==> src/sv/dcfp_pkg.sv <==
`timescale 1ns / 1ps

package dcfp_pkg;

  localparam int BUF_BYTES = 768;
  localparam int STORE_DEPTH = 2 * BUF_BYTES;
  localparam int ADDR_W = $clog2(STORE_DEPTH);
  localparam int POS_W = $clog2(BUF_BYTES + 4);
  localparam int ACC_W = $clog2(BUF_BYTES + 1);

  localparam logic [7:0] CHAR_F = 8'h46;
  localparam logic [7:0] CHAR_A = 8'h41;
  localparam logic [7:0] CHAR_B = 8'h42;
  localparam logic [7:0] CHAR_S = 8'h53;

  localparam logic [7:0] BRIGHT_RESET = 8'hff;
  localparam logic [15:0] SPEED_RESET = 16'hffff;

  typedef enum logic [1:0] {
    ST_BUSY    = 2'd0,
    ST_VALID   = 2'd1,
    ST_INVALID = 2'd2
  } status_t;

  typedef struct packed {
    logic       func;
    logic [7:0] byte_in;
    logic [9:0] read_addr;
  } in_t;

  typedef struct packed {
    status_t     status;
    logic [7:0]  brightness_level;
    logic [15:0] speed_value;
    logic [9:0]  frame_length;
    logic        shown_bank;
    logic [7:0]  read_data;
  } out_t;

  typedef struct packed {
    status_t     status;
    logic [7:0]  brightness_level;
    logic [15:0] speed_value;
    logic [9:0]  frame_length;
    logic        shown_bank;
    logic        read_hit;
  } res_t;

  typedef struct packed {
    logic              we;
    logic [ADDR_W-1:0] addr;
    logic [7:0]        data;
  } ram_wr_t;

  typedef struct packed {
    logic              re;
    logic [ADDR_W-1:0] addr;
  } ram_rd_t;

endpackage

==> src/sv/dcfp_parser.sv <==
`timescale 1ns / 1ps

module dcfp_parser (
  input  logic             clk,
  input  logic             rst_n,
  input  logic             accept,
  input  dcfp_pkg::in_t    item,
  output dcfp_pkg::res_t   res,
  output dcfp_pkg::ram_wr_t wr,
  output dcfp_pkg::ram_rd_t rd
);

  typedef enum logic [2:0] {
    KIND_IDLE   = 3'd0,
    KIND_FRAME  = 3'd1,
    KIND_ANIM   = 3'd2,
    KIND_BRIGHT = 3'd3,
    KIND_SPEED  = 3'd4
  } kind_t;

  kind_t                      kind_r, kind_nxt;
  logic [dcfp_pkg::POS_W-1:0] pos_r, pos_nxt;
  logic [dcfp_pkg::POS_W-1:0] decl_r, decl_nxt;
  logic [7:0]                 len_hi_r, len_hi_nxt;
  logic [7:0]                 sum_r, sum_nxt;
  logic                       wb_r, wb_nxt;
  logic                       disp_r, disp_nxt;
  logic [dcfp_pkg::ACC_W-1:0] acc_r, acc_nxt;
  logic [7:0]                 bright_r, bright_nxt;
  logic [15:0]                speed_r, speed_nxt;
  logic [7:0]                 hold_r, hold_nxt;

  dcfp_pkg::status_t          status;
  logic [15:0]                full_len;
  logic [dcfp_pkg::POS_W-1:0] off;
  logic [7:0]                 want;

  always_comb begin
    kind_nxt   = kind_r;
    pos_nxt    = pos_r;
    decl_nxt   = decl_r;
    len_hi_nxt = len_hi_r;
    sum_nxt    = sum_r;
    wb_nxt     = wb_r;
    disp_nxt   = disp_r;
    acc_nxt    = acc_r;
    bright_nxt = bright_r;
    speed_nxt  = speed_r;
    hold_nxt   = hold_r;
    status     = dcfp_pkg::ST_BUSY;
    full_len   = {len_hi_r, item.byte_in};
    off        = pos_r - dcfp_pkg::POS_W'(3);
    want       = 8'd0 - sum_r;
    wr.we      = 1'b0;
    wr.addr    = dcfp_pkg::ADDR_W'(int'(off) + (wb_r ? dcfp_pkg::BUF_BYTES : 0));
    wr.data    = item.byte_in;

    if (!item.func) begin
      if (pos_r == '0) begin
        pos_nxt = dcfp_pkg::POS_W'(1);
        unique case (item.byte_in)
          dcfp_pkg::CHAR_F: kind_nxt = KIND_FRAME;
          dcfp_pkg::CHAR_A: kind_nxt = KIND_ANIM;
          dcfp_pkg::CHAR_B: kind_nxt = KIND_BRIGHT;
          dcfp_pkg::CHAR_S: kind_nxt = KIND_SPEED;
          default: begin
            kind_nxt = KIND_IDLE;
            pos_nxt  = '0;
            status   = dcfp_pkg::ST_INVALID;
          end
        endcase
      end else begin
        unique case (kind_r)
          KIND_FRAME: begin
            if (pos_r >= decl_r + dcfp_pkg::POS_W'(4)) begin
              pos_nxt  = '0;
              sum_nxt  = '0;
              decl_nxt = '0;
              kind_nxt = KIND_IDLE;
              if (item.byte_in == want) begin
                disp_nxt = wb_r;
                acc_nxt  = dcfp_pkg::ACC_W'(decl_r + dcfp_pkg::POS_W'(1));
                wb_nxt   = ~wb_r;
                status   = dcfp_pkg::ST_VALID;
              end else begin
                status = dcfp_pkg::ST_INVALID;
              end
            end else begin
              sum_nxt = sum_r + item.byte_in;
              priority if (pos_r == dcfp_pkg::POS_W'(1)) begin
                len_hi_nxt = item.byte_in;
                pos_nxt    = dcfp_pkg::POS_W'(2);
              end else if (pos_r == dcfp_pkg::POS_W'(2)) begin
                if (32'(full_len) >= 32'(dcfp_pkg::BUF_BYTES)) begin
                  decl_nxt = '0;
                  sum_nxt  = '0;
                  pos_nxt  = '0;
                  kind_nxt = KIND_IDLE;
                  status   = dcfp_pkg::ST_INVALID;
                end else begin
                  decl_nxt = dcfp_pkg::POS_W'(full_len);
                  pos_nxt  = dcfp_pkg::POS_W'(3);
                end
              end else begin
                wr.we   = accept;
                pos_nxt = pos_r + dcfp_pkg::POS_W'(1);
              end
            end
          end
          KIND_BRIGHT: begin
            bright_nxt = item.byte_in;
            pos_nxt    = '0;
            kind_nxt   = KIND_IDLE;
            status     = dcfp_pkg::ST_VALID;
          end
          KIND_SPEED: begin
            if (pos_r == dcfp_pkg::POS_W'(1)) begin
              hold_nxt = item.byte_in;
              pos_nxt  = dcfp_pkg::POS_W'(2);
            end else begin
              speed_nxt = {hold_r, item.byte_in};
              pos_nxt   = '0;
              kind_nxt  = KIND_IDLE;
              status    = dcfp_pkg::ST_VALID;
            end
          end
          default: begin
            pos_nxt  = '0;
            kind_nxt = KIND_IDLE;
            status   = dcfp_pkg::ST_INVALID;
          end
        endcase
      end
    end
  end

  always_comb begin
    rd.re   = accept & item.func;
    rd.addr = dcfp_pkg::ADDR_W'(int'(item.read_addr) + (disp_r ? dcfp_pkg::BUF_BYTES : 0));

    res.status           = status;
    res.brightness_level = bright_nxt;
    res.speed_value      = speed_nxt;
    res.frame_length     = 10'(acc_nxt);
    res.shown_bank       = disp_nxt;
    res.read_hit         = item.func && (32'(item.read_addr) < 32'(dcfp_pkg::BUF_BYTES));
  end

  always_ff @(posedge clk) begin
    if (!rst_n) begin
      kind_r   <= KIND_IDLE;
      pos_r    <= '0;
      decl_r   <= '0;
      len_hi_r <= '0;
      sum_r    <= '0;
      wb_r     <= 1'b0;
      disp_r   <= 1'b0;
      acc_r    <= '0;
      bright_r <= dcfp_pkg::BRIGHT_RESET;
      speed_r  <= dcfp_pkg::SPEED_RESET;
      hold_r   <= '0;
    end else if (accept) begin
      kind_r   <= kind_nxt;
      pos_r    <= pos_nxt;
      decl_r   <= decl_nxt;
      len_hi_r <= len_hi_nxt;
      sum_r    <= sum_nxt;
      wb_r     <= wb_nxt;
      disp_r   <= disp_nxt;
      acc_r    <= acc_nxt;
      bright_r <= bright_nxt;
      speed_r  <= speed_nxt;
      hold_r   <= hold_nxt;
    end
  end

endmodule

==> config.mk <==
export PLATFORM = sky130hd
export DESIGN_NAME = dcfp_parser
export DESIGN_NICKNAME = d
export VERILOG_FILES = /design/src/sv/dcfp_pkg.sv /design/src/sv/dcfp_parser.sv
export SDC_FILE = /design/constraint.sdc
export NUM_CORES = 1
export LEC_CHECK = 0
export ABC_CLOCK_PERIOD_IN_PS = 6150
export BUFFER_PORTS_ARGS = -buffer_cell sky130_fd_sc_hd__buf_2
export CORE_MARGIN = 5
export CORE_UTILIZATION = 27
export CTS_CLUSTER_SIZE = 12
export DETAILED_ROUTE_END_ITERATION = 16
export GPL_ROUTABILITY_DRIVEN = 0
export GPL_TIMING_DRIVEN = 0
export PLACE_DENSITY = 0.41
export REMOVE_ABC_BUFFERS = 1
export SLEW_MARGIN = 20
export SYNTH_ARGS = -nofsm -noshare
export SYNTH_HDL_FRONTEND = slang
export SYNTH_SLANG_ARGS = --single-unit
==> constraint.sdc <==
create_clock -name clk -period 6.15 [get_ports clk]
set_input_delay 0.9225 -clock clk [delete_from_list [all_inputs] [get_ports clk]]
set_output_delay 0.9225 -clock clk [all_outputs]
set_load 0.02 [all_outputs]
# Word level (Yosys, flattened, before mapping)
# Index checks and enable logic that the tools add are counted.
# classes
add_sub_neg,8
order_cmp,3
n_eq_ne,15
n_mux,59
bitwise_logic,5
n_reduce_logical,11
# op_table
cell,n
$mux 10,15
$mux 16,4
$mux 8,7
$eq 8x7->1 const B,4
$reduce_and 6->1,4
$add 10x10->11,2
$add 10x1->10 const B,2
$mux 2,10
$pmux 10 s2,1
$mux 3,6
$ge 16x10->1 const B,1
$mux 1,13
$ne 4x4->1 const B,3
$pmux 3 s4,1
$add 10x3->10 const B,1
$eq 10x1->1 const B,1
$eq 10x2->1 const B,1
$ge 10x10->1,1
$logic_not 10->1,1
$lt 10x10->1 const B,1
$sub 10x2->10 const B,1
$add 8x8->8,1
$eq 8x8->1,1
$sub 1x8->8 const A,1
other kinds (15),18
# word_totals
reg_bits,83
input_bits,22
output_inout_bits,70
word_cells,112

# Logic depth before layout (Yosys ltp)
# Gate-level depths: netlist (run 1).
# logic_depth
ltp_word,8
ltp_mapped,13
mapped_depth_nobuf,11

# Worst setup path before layout (run 1)
# No wires, ideal clock.
# synth_timing
path_kind,reg2out
startpoint,register decl_r[2] (netlist name)
endpoint,output res[1] (netlist name)
arrival_ns,2.931
required_ns,5.227
slack_ns,2.297
path_stages_with_launch,14
path_buffers,2
cell_sequence,dfxtp_1 -> ha_1 -> and3_1 -> nand3_1 -> xor2_1 -> ha_1 -> a21o_1 -> a21oi_1 -> o211ai_1 -> and2_1 -> nand4_4 -> buf_6 -> mux2_4 -> buf_4
# synth_via
elab_chain_cells,6
# synth_rtl
element,line_no,text
from (decl),dcfp_parser.sv:23,"logic [dcfp_pkg::POS_W-1:0] decl_r, decl_nxt;"
from (signal assigned),dcfp_parser.sv:165,decl_r <= decl_nxt;
$add 10x3->10,dcfp_parser.sv:75,if (pos_r >= decl_r + dcfp_pkg::POS_W'(4)) begin
$ge 10x10->1,dcfp_parser.sv:75,
$mux 1,dcfp_parser.sv:75,
$mux 1,dcfp_parser.sv:73,unique case (kind_r)
$mux 1,dcfp_parser.sv:59,if (pos_r == '0) begin
$mux 1,dcfp_parser.sv:58,if (!item.func) begin
to (decl),dcfp_parser.sv:8,"output dcfp_pkg::res_t res,"
# No other way between the ends.

==> impl_metrics.csv, run 1 <==
group,metric,value,unit
pwr,p_per_area,190,nW/um2
finish,drive_above_1_share,21.7,%
finish,final_cell_mix,"nand2_1, dfxtp_1, buf_2, nor2_1, nand3_1",
sta,max_slew.worst_pin.slew,0.799,ns
cts,cts_buffers,9,
die,start_util,27.2,%
status,status,"finished, final reports clean",
grt,grt_max_degree,65,
routing,ant_nets,0,
pwr,p_leak,2.54,nW
synthesis,ys_ff_latch,83,
sta,hold_viol,0,
die,row_count,52,
grt,grt_overflow,0,
synthesis,synthArstFlopShare,0,%
critical_path,critical_path_required,5.23,ns
critical_path,slowest_stage,"a21oi_2",
synthesis,synth.cell_area,5450,um2
synthesis,yosysUniqueCellTypes,68,
grt,grt_first_pass_wirelength,25.5,mm
routing,drt-vias-per-instance,4.86,
synthesis,synth_edf_count,0,
routing,wl,15.3,mm
finish,final_area,6210,um2
critical_path,startpoint_type,"register",
die,core_area,20000,um2
grt,grt_pass1_vias,4852,
critical_path,cp_num_buf_inv,2,
sta,layout_min_cycle_time,4.62,ns
die,pin_count,92,
sta,setup_viol,0,
placed_design,port_buffers,75,
critical_path,cp_max_fo,15,
sta,skew,0.0116,ns
pwr,ir_drop,0.000128,V
sta,fin_worst_hold_slack,0.457,ns
synthesis,yosys_warnings,0,
critical_path,cp_top_family,"compound AO/OA/AOI/OAI gates",
placed_design,dpl.hpwl,10.6,mm
sta,max_slew_margin,46.6,%
cts,cts_setup_buffers,0,
routing,drt_iter0_drc,229,
die,die_area,23100,um2
synthesis,syn_inst,657,
cts,cts-root-buf,"clkbuf_16",
routing,vias,4670,
critical_path,path_cells,"ha_1 > and3_1 > nand3_1 > xor2_1 > ha_1 > a21o_1 > a21oi_1 > o211ai_1 > a21oi_2 > buf_8 > and2_1 > buf_2",
synthesis,avgSynthCellArea,8.30,um2
cts,holdBufCountCts,0,
run,cap_violations,0,
grt,antenna_found_initial,0,
cts,cts_max_level,3,
critical_path,critPathKind,"reg -> out",
routing,wl_per_cell,15.9,um
cts,ctsLongestPathBuffers,2,
cts,cts_resized,0,
critical_path,slowest_delay,0.64,ns
cts,cts.sinks,83,
sta,rsz0062_at_grt,"no",
critical_path,cpMostUsedCell,"ha_1",
cts,path_clk_slew,0.06,ns
placed_design,dpl_cell_area,5900,um2
die,chipWidth,152,um
synthesis,synth_flop_cell,"dfxtp_1",
sta,fin_tns_setup,0,ns
sta,slew_viol_final,0,
finish,antenna_cells,0,
routing,drt-pass1-iter-count,4,
die,die_y,152,um
critical_path,cp_data_arrival_time,3.70,ns
finish,final_common_cell,"nand2_1",
routing,drc,0,
finish,areaGrowthSynthToFinish,14.0,%
hold_path,hp-class,"reg -> reg",
finish,nets,737,
synthesis,yosysSeqAreaShare,30.5,%
grt,grt_use_total,13.4,%
sta,fmaxAchievable,216,MHz
cts,cts_tree,"done",
sta,period_share,75.1,%
critical_path,endpoint_kind,"primary output",
cts,clkLatencyLatePin,0.35,ns
-- per-stage QoR --
| step | util (%) | setup slack [ns] | power [mW] | instances |
|---|---|---|---|---|
| detailed placement | 29.4 | 1.88 | 0.627 | 945 |
| floorplan | - | 2.01 | 0.582 | 597 |
| global placement | 29.2 | 1.01 | 0.625 | 942 |
| global route | 31.0 | 1.22 | 1.23 | 961 |
| finish | 31.0 | 1.53 | 1.18 | 961 |
| CTS | 31.0 | 1.50 | 1.21 | 961 |
-- cell usage after synthesis (3+ instances only) --
library cell	number	area (um2)
nand2_1	122	458
dfxtp_1	83	1660
nor2_1	50	188
nand3_1	40	200
mux2i_1	38	380
clkbuf_1	31	116
ha_1	26	325
mux2_2	25	282
a21oi_1	19	95.1
buf_4	17	128
xnor2_1	17	149
inv_1	16	60.1
xor2_1	16	140
a31oi_1	10	62.6
o21ai_0	10	50.1
mux2_4	9	135
nor3_1	9	45.0
buf_2	8	40.0
nor2b_1	8	50.1
a32oi_1	6	52.6
and2_1	6	37.5
and3_1	6	37.5
nand4_1	6	37.5
o211ai_1	6	45.0
nand2b_1	5	31.3
nor4_1	4	25.0
a211oi_1	3	22.5
a21o_1	3	22.5
fa_1	3	60.1
nand4b_1	3	26.3
or3_1	3	18.8
or4_1	3	22.5
-- tightest hold or removal path, delay by kind of cell, from the launching register on --
kind | cells | cell delay, ns
flops | 1 | 0.31
mux | 1 | 0.05
simple gates | 1 | 0.05
-- registers in the layout (all words and copies together) (netlist names), 8 cells and up --
signal and count:
len_hi_r 8, decl_r 10, speed_r 16, hold_r 8
pos_r 10, sum_r 8, acc_r 10, bright_r 8
-- final cells by class --
class,instances,area (um2)
Fill cell,2159,13800
Multi-Input combinational cell,497,3430
Sequential cell,83,1660
Timing Repair Buffer,78,410
Tap cell,270,338
Clock buffer,9,225
Clock inverter,7,81.3
Inverter,17,65.1
-- cells by family (layout without fill, tap and decap cells) --
| family | Yosys count | in the layout | share of synthesized area [%] |
|---|---|---|---|
| XOR/XNOR | 33 | 33 | 5.30 |
| multiplexers | 72 | 72 | 14.6 |
| flip-flops | 83 | 83 | 30.5 |
| AO/OA/AOI/OAI | 77 | 77 | 10.3 |
| AND/OR/NAND/NOR | 286 | 286 | 25.3 |
| adder cells (fa/ha/maj) | 29 | 29 | 7.07 |
| buffers and inverters | 77 | 111 | 6.93 |
-- worst paths after layout --
kind,from,endpoint,slack [ns],depth (start not counted)
setup / recovery,decl_r[2],wr[19],1.53,12
hold / removal,acc_r[7],acc_r[7],0.46,2
setup reg to reg,decl_r[2],decl_r[2],2.57,12
hold reg to reg,acc_r[7],acc_r[7],0.46,2
-- where the power goes --
| part | internal, mW | leakage [nW] | switching, mW |
|---|---|---|---|
| clock network | 0.321 | 0.152 | 0.244 |
| logic | 0.0199 | 1.72 | 0.0551 |
| registers | 0.537 | 0.669 | 0.000852 |
-- per-layer routing --
layer | GRT usage (%) | vias up | part of all wire, %
li1 | - | 2318 | -
met1 | 18.1 | 2196 | 48
met2 | 21.1 | 141 | 45
met3 | 3.36 | 15 | 5.7
met4 | 3.94 | 0 | 1.5
met5 | 0 | - | 0
Note: power is estimated with default switching activity, not from simulation.
==> run 2, diff against run 1 <==
- ABC_CLOCK_PERIOD_IN_PS: 6150 -> 4050
- PLACE_DENSITY: 0.41 -> 0.43
- clock period: 6.15 -> 4.05 ns (I/O delays scaled with it)
==> impl_metrics.csv, run 2 (synthesis gave the netlist of run 1 again) <==
group,metric,value,unit
status,status,"finished, final reports clean",
pwr,ir_drop,0.000184,V
cts,cts-root-buf,"clkbuf_16",
cts,clkLatencyLatePin,0.35,ns
die,die_y,152,um
routing,vias,4697,
grt,use_met2,20.0,%
routing,wl_per_cell,16.2,um
die,chipWidth,152,um
critical_path,critical_path_required,3.44,ns
placed_design,port_buffers,75,
routing,drt_iter0_drc,245,
sta,hold_viol,0,
grt,grt_max_degree,65,
sta,max_slew_margin,30.1,%
cts,cts_tree,"done",
critical_path,critPathKind,"reg -> out",
grt,busiest_layer,"met2",
cts,holdBufCountCts,0,
critical_path,cp_max_fo,6,
critical_path,startpoint_type,"register",
finish,antenna_cells,0,
finish,top_register,"speed_r",
pwr,p_per_area,293,nW/um2
routing,wl,15.7,mm
routing,drt-vias-per-instance,4.85,
placed_design,dpl.hpwl,10.5,mm
die,pin_count,92,
sta,skew,0.0131,ns
finish,final_area,6310,um2
routing,ant_nets,0,
cts,ctsLongestPathBuffers,2,
die,row_count,52,
grt,grt_first_pass_wirelength,25.3,mm
routing,drc,0,
sta,fmaxAchievable,257,MHz
cts,cts.sinks,83,
hold_path,hp-class,"reg -> reg",
critical_path,cp_data_arrival_time,3.29,ns
sta,layout_min_cycle_time,3.90,ns
grt,grt_overflow,0,
cts,cts_buffers,9,
cts,cts_max_level,3,
cts,path_clk_slew,0.06,ns
pwr,p_leak,2.60,nW
sta,setup_viol,0,
sta,fin_worst_hold_slack,0.457,ns
finish,final_cell_mix,"nand2_1, dfxtp_1, buf_2, nor2_1, nand3_1",
sta,period_share,96.2,%
die,core_area,20000,um2
placed_design,dpl_cell_area,5890,um2
finish,largest_register_ffs,16,
die,start_util,27.2,%
sta,fin_tns_setup,0,ns
run,cap_violations,0,
grt,antenna_found_initial,0,
die,die_area,23100,um2
grt,grt_pass1_vias,4760,
grt,grt_use_total,13.3,%
finish,fin_cells,969,
sta,slew_viol_final,0,
placed_design,placed_cells,945,
finish,drive_above_1_share,23.0,%
grt,groute.layer.met1.usage,18.7,%
routing,drt-pass1-iter-count,5,
sta,max_slew.worst_pin.slew,1.05,ns
finish,nets,745,
finish,areaGrowthSynthToFinish,15.8,%
grt,gr-usage-met3,3.38,%
finish,final_common_cell,"nand2_1",
critical_path,endpoint_kind,"primary output",
==> run 2: cell types whose count changed in the layout (fill, tap and decap cells not counted), sizes merged <==
cell           change
clkbuf             +3
nand4              +1
bufinv             +1
inv                -3
clkinvlp           +1
clkdlybuf4s18      -1
clkinv             -2
buf                +8
==> run 2: metrics by stage <==
stage | setup slack (ns) | util [%] | total power, mW
3_3_place_gp | -0.782 | 29.2 | 0.949
3_5_place_dp | 0.0197 | 29.4 | 0.951
6_report | 0.154 | 31.5 | 1.85
2_1_floorplan | 0.223 | - | 0.883
5_1_grt | -0.00454 | 31.5 | 1.92
4_1_cts | 0.0366 | 31.3 | 1.88
==> run 2: area by class of cell <==
class	instances	area (um2)
Clock buffer	12	256
Tap cell	270	338
Fill cell	2222	13700
Clock inverter	4	72.6
Inverter	17	65.1
Multi-Input combinational cell	498	3460
Sequential cell	83	1670
Timing Repair Buffer	85	453
==> run 2: critical path, stage by stage, from the launching register on <==
cell and delay (ns):
dfxtp_4 0.39, ha_1 0.20, and3_2 0.23, nand3_1 0.09, xor2_1 0.16, ha_1 0.29
a21o_1 0.17, a21oi_1 0.21, o211ai_1 0.22, buf_4 0.22, buf_4 0.15, a21oi_1 0.13
a211oi_1 0.06, nor2_1 0.20, buf_2 0.20
==> run 2: timing repair <==
action / 4_1_cts / 5_1_grt
gates resized for setup: 6 / 4
setup endpoints to repair: 14 / 13
setup buffers: 3 / 4
pin swaps: 2 / 2
endpoints found under the hold margin: 0 / 0
cloned: 1 / 0
==> run 2: report_power, final <==
| group | internal, mW | total [mW] | switching, mW | leakage [nW] |
|---|---|---|---|---|
| registers | 0.816 | 0.817 | 0.00119 | 0.671 |
| logic | 0.0303 | 0.114 | 0.0834 | 1.77 |
| clock network | 0.574 | 0.921 | 0.347 | 0.159 |
==> run 2: per-layer routing <==
metal	routed length, um	share of wire [%]
met2	6810	43
met1	7890	50
met4	174	1.1
met3	816	5.2
met5	0	0
==> run 2: path summary, 6_finish.rpt <==
| kind | startpoint | endpoint | slack (ns) | cells after the start |
|---|---|---|---|---|
| setup / recovery | decl_r[2] | res[37] | 0.15 | 14 |
| hold / removal | acc_r[7] | acc_r[7] | 0.46 | 2 |
| setup reg to reg | decl_r[2] | len_hi_r[6] | 0.49 | 13 |
| hold reg to reg | acc_r[7] | acc_r[7] | 0.46 | 2 |
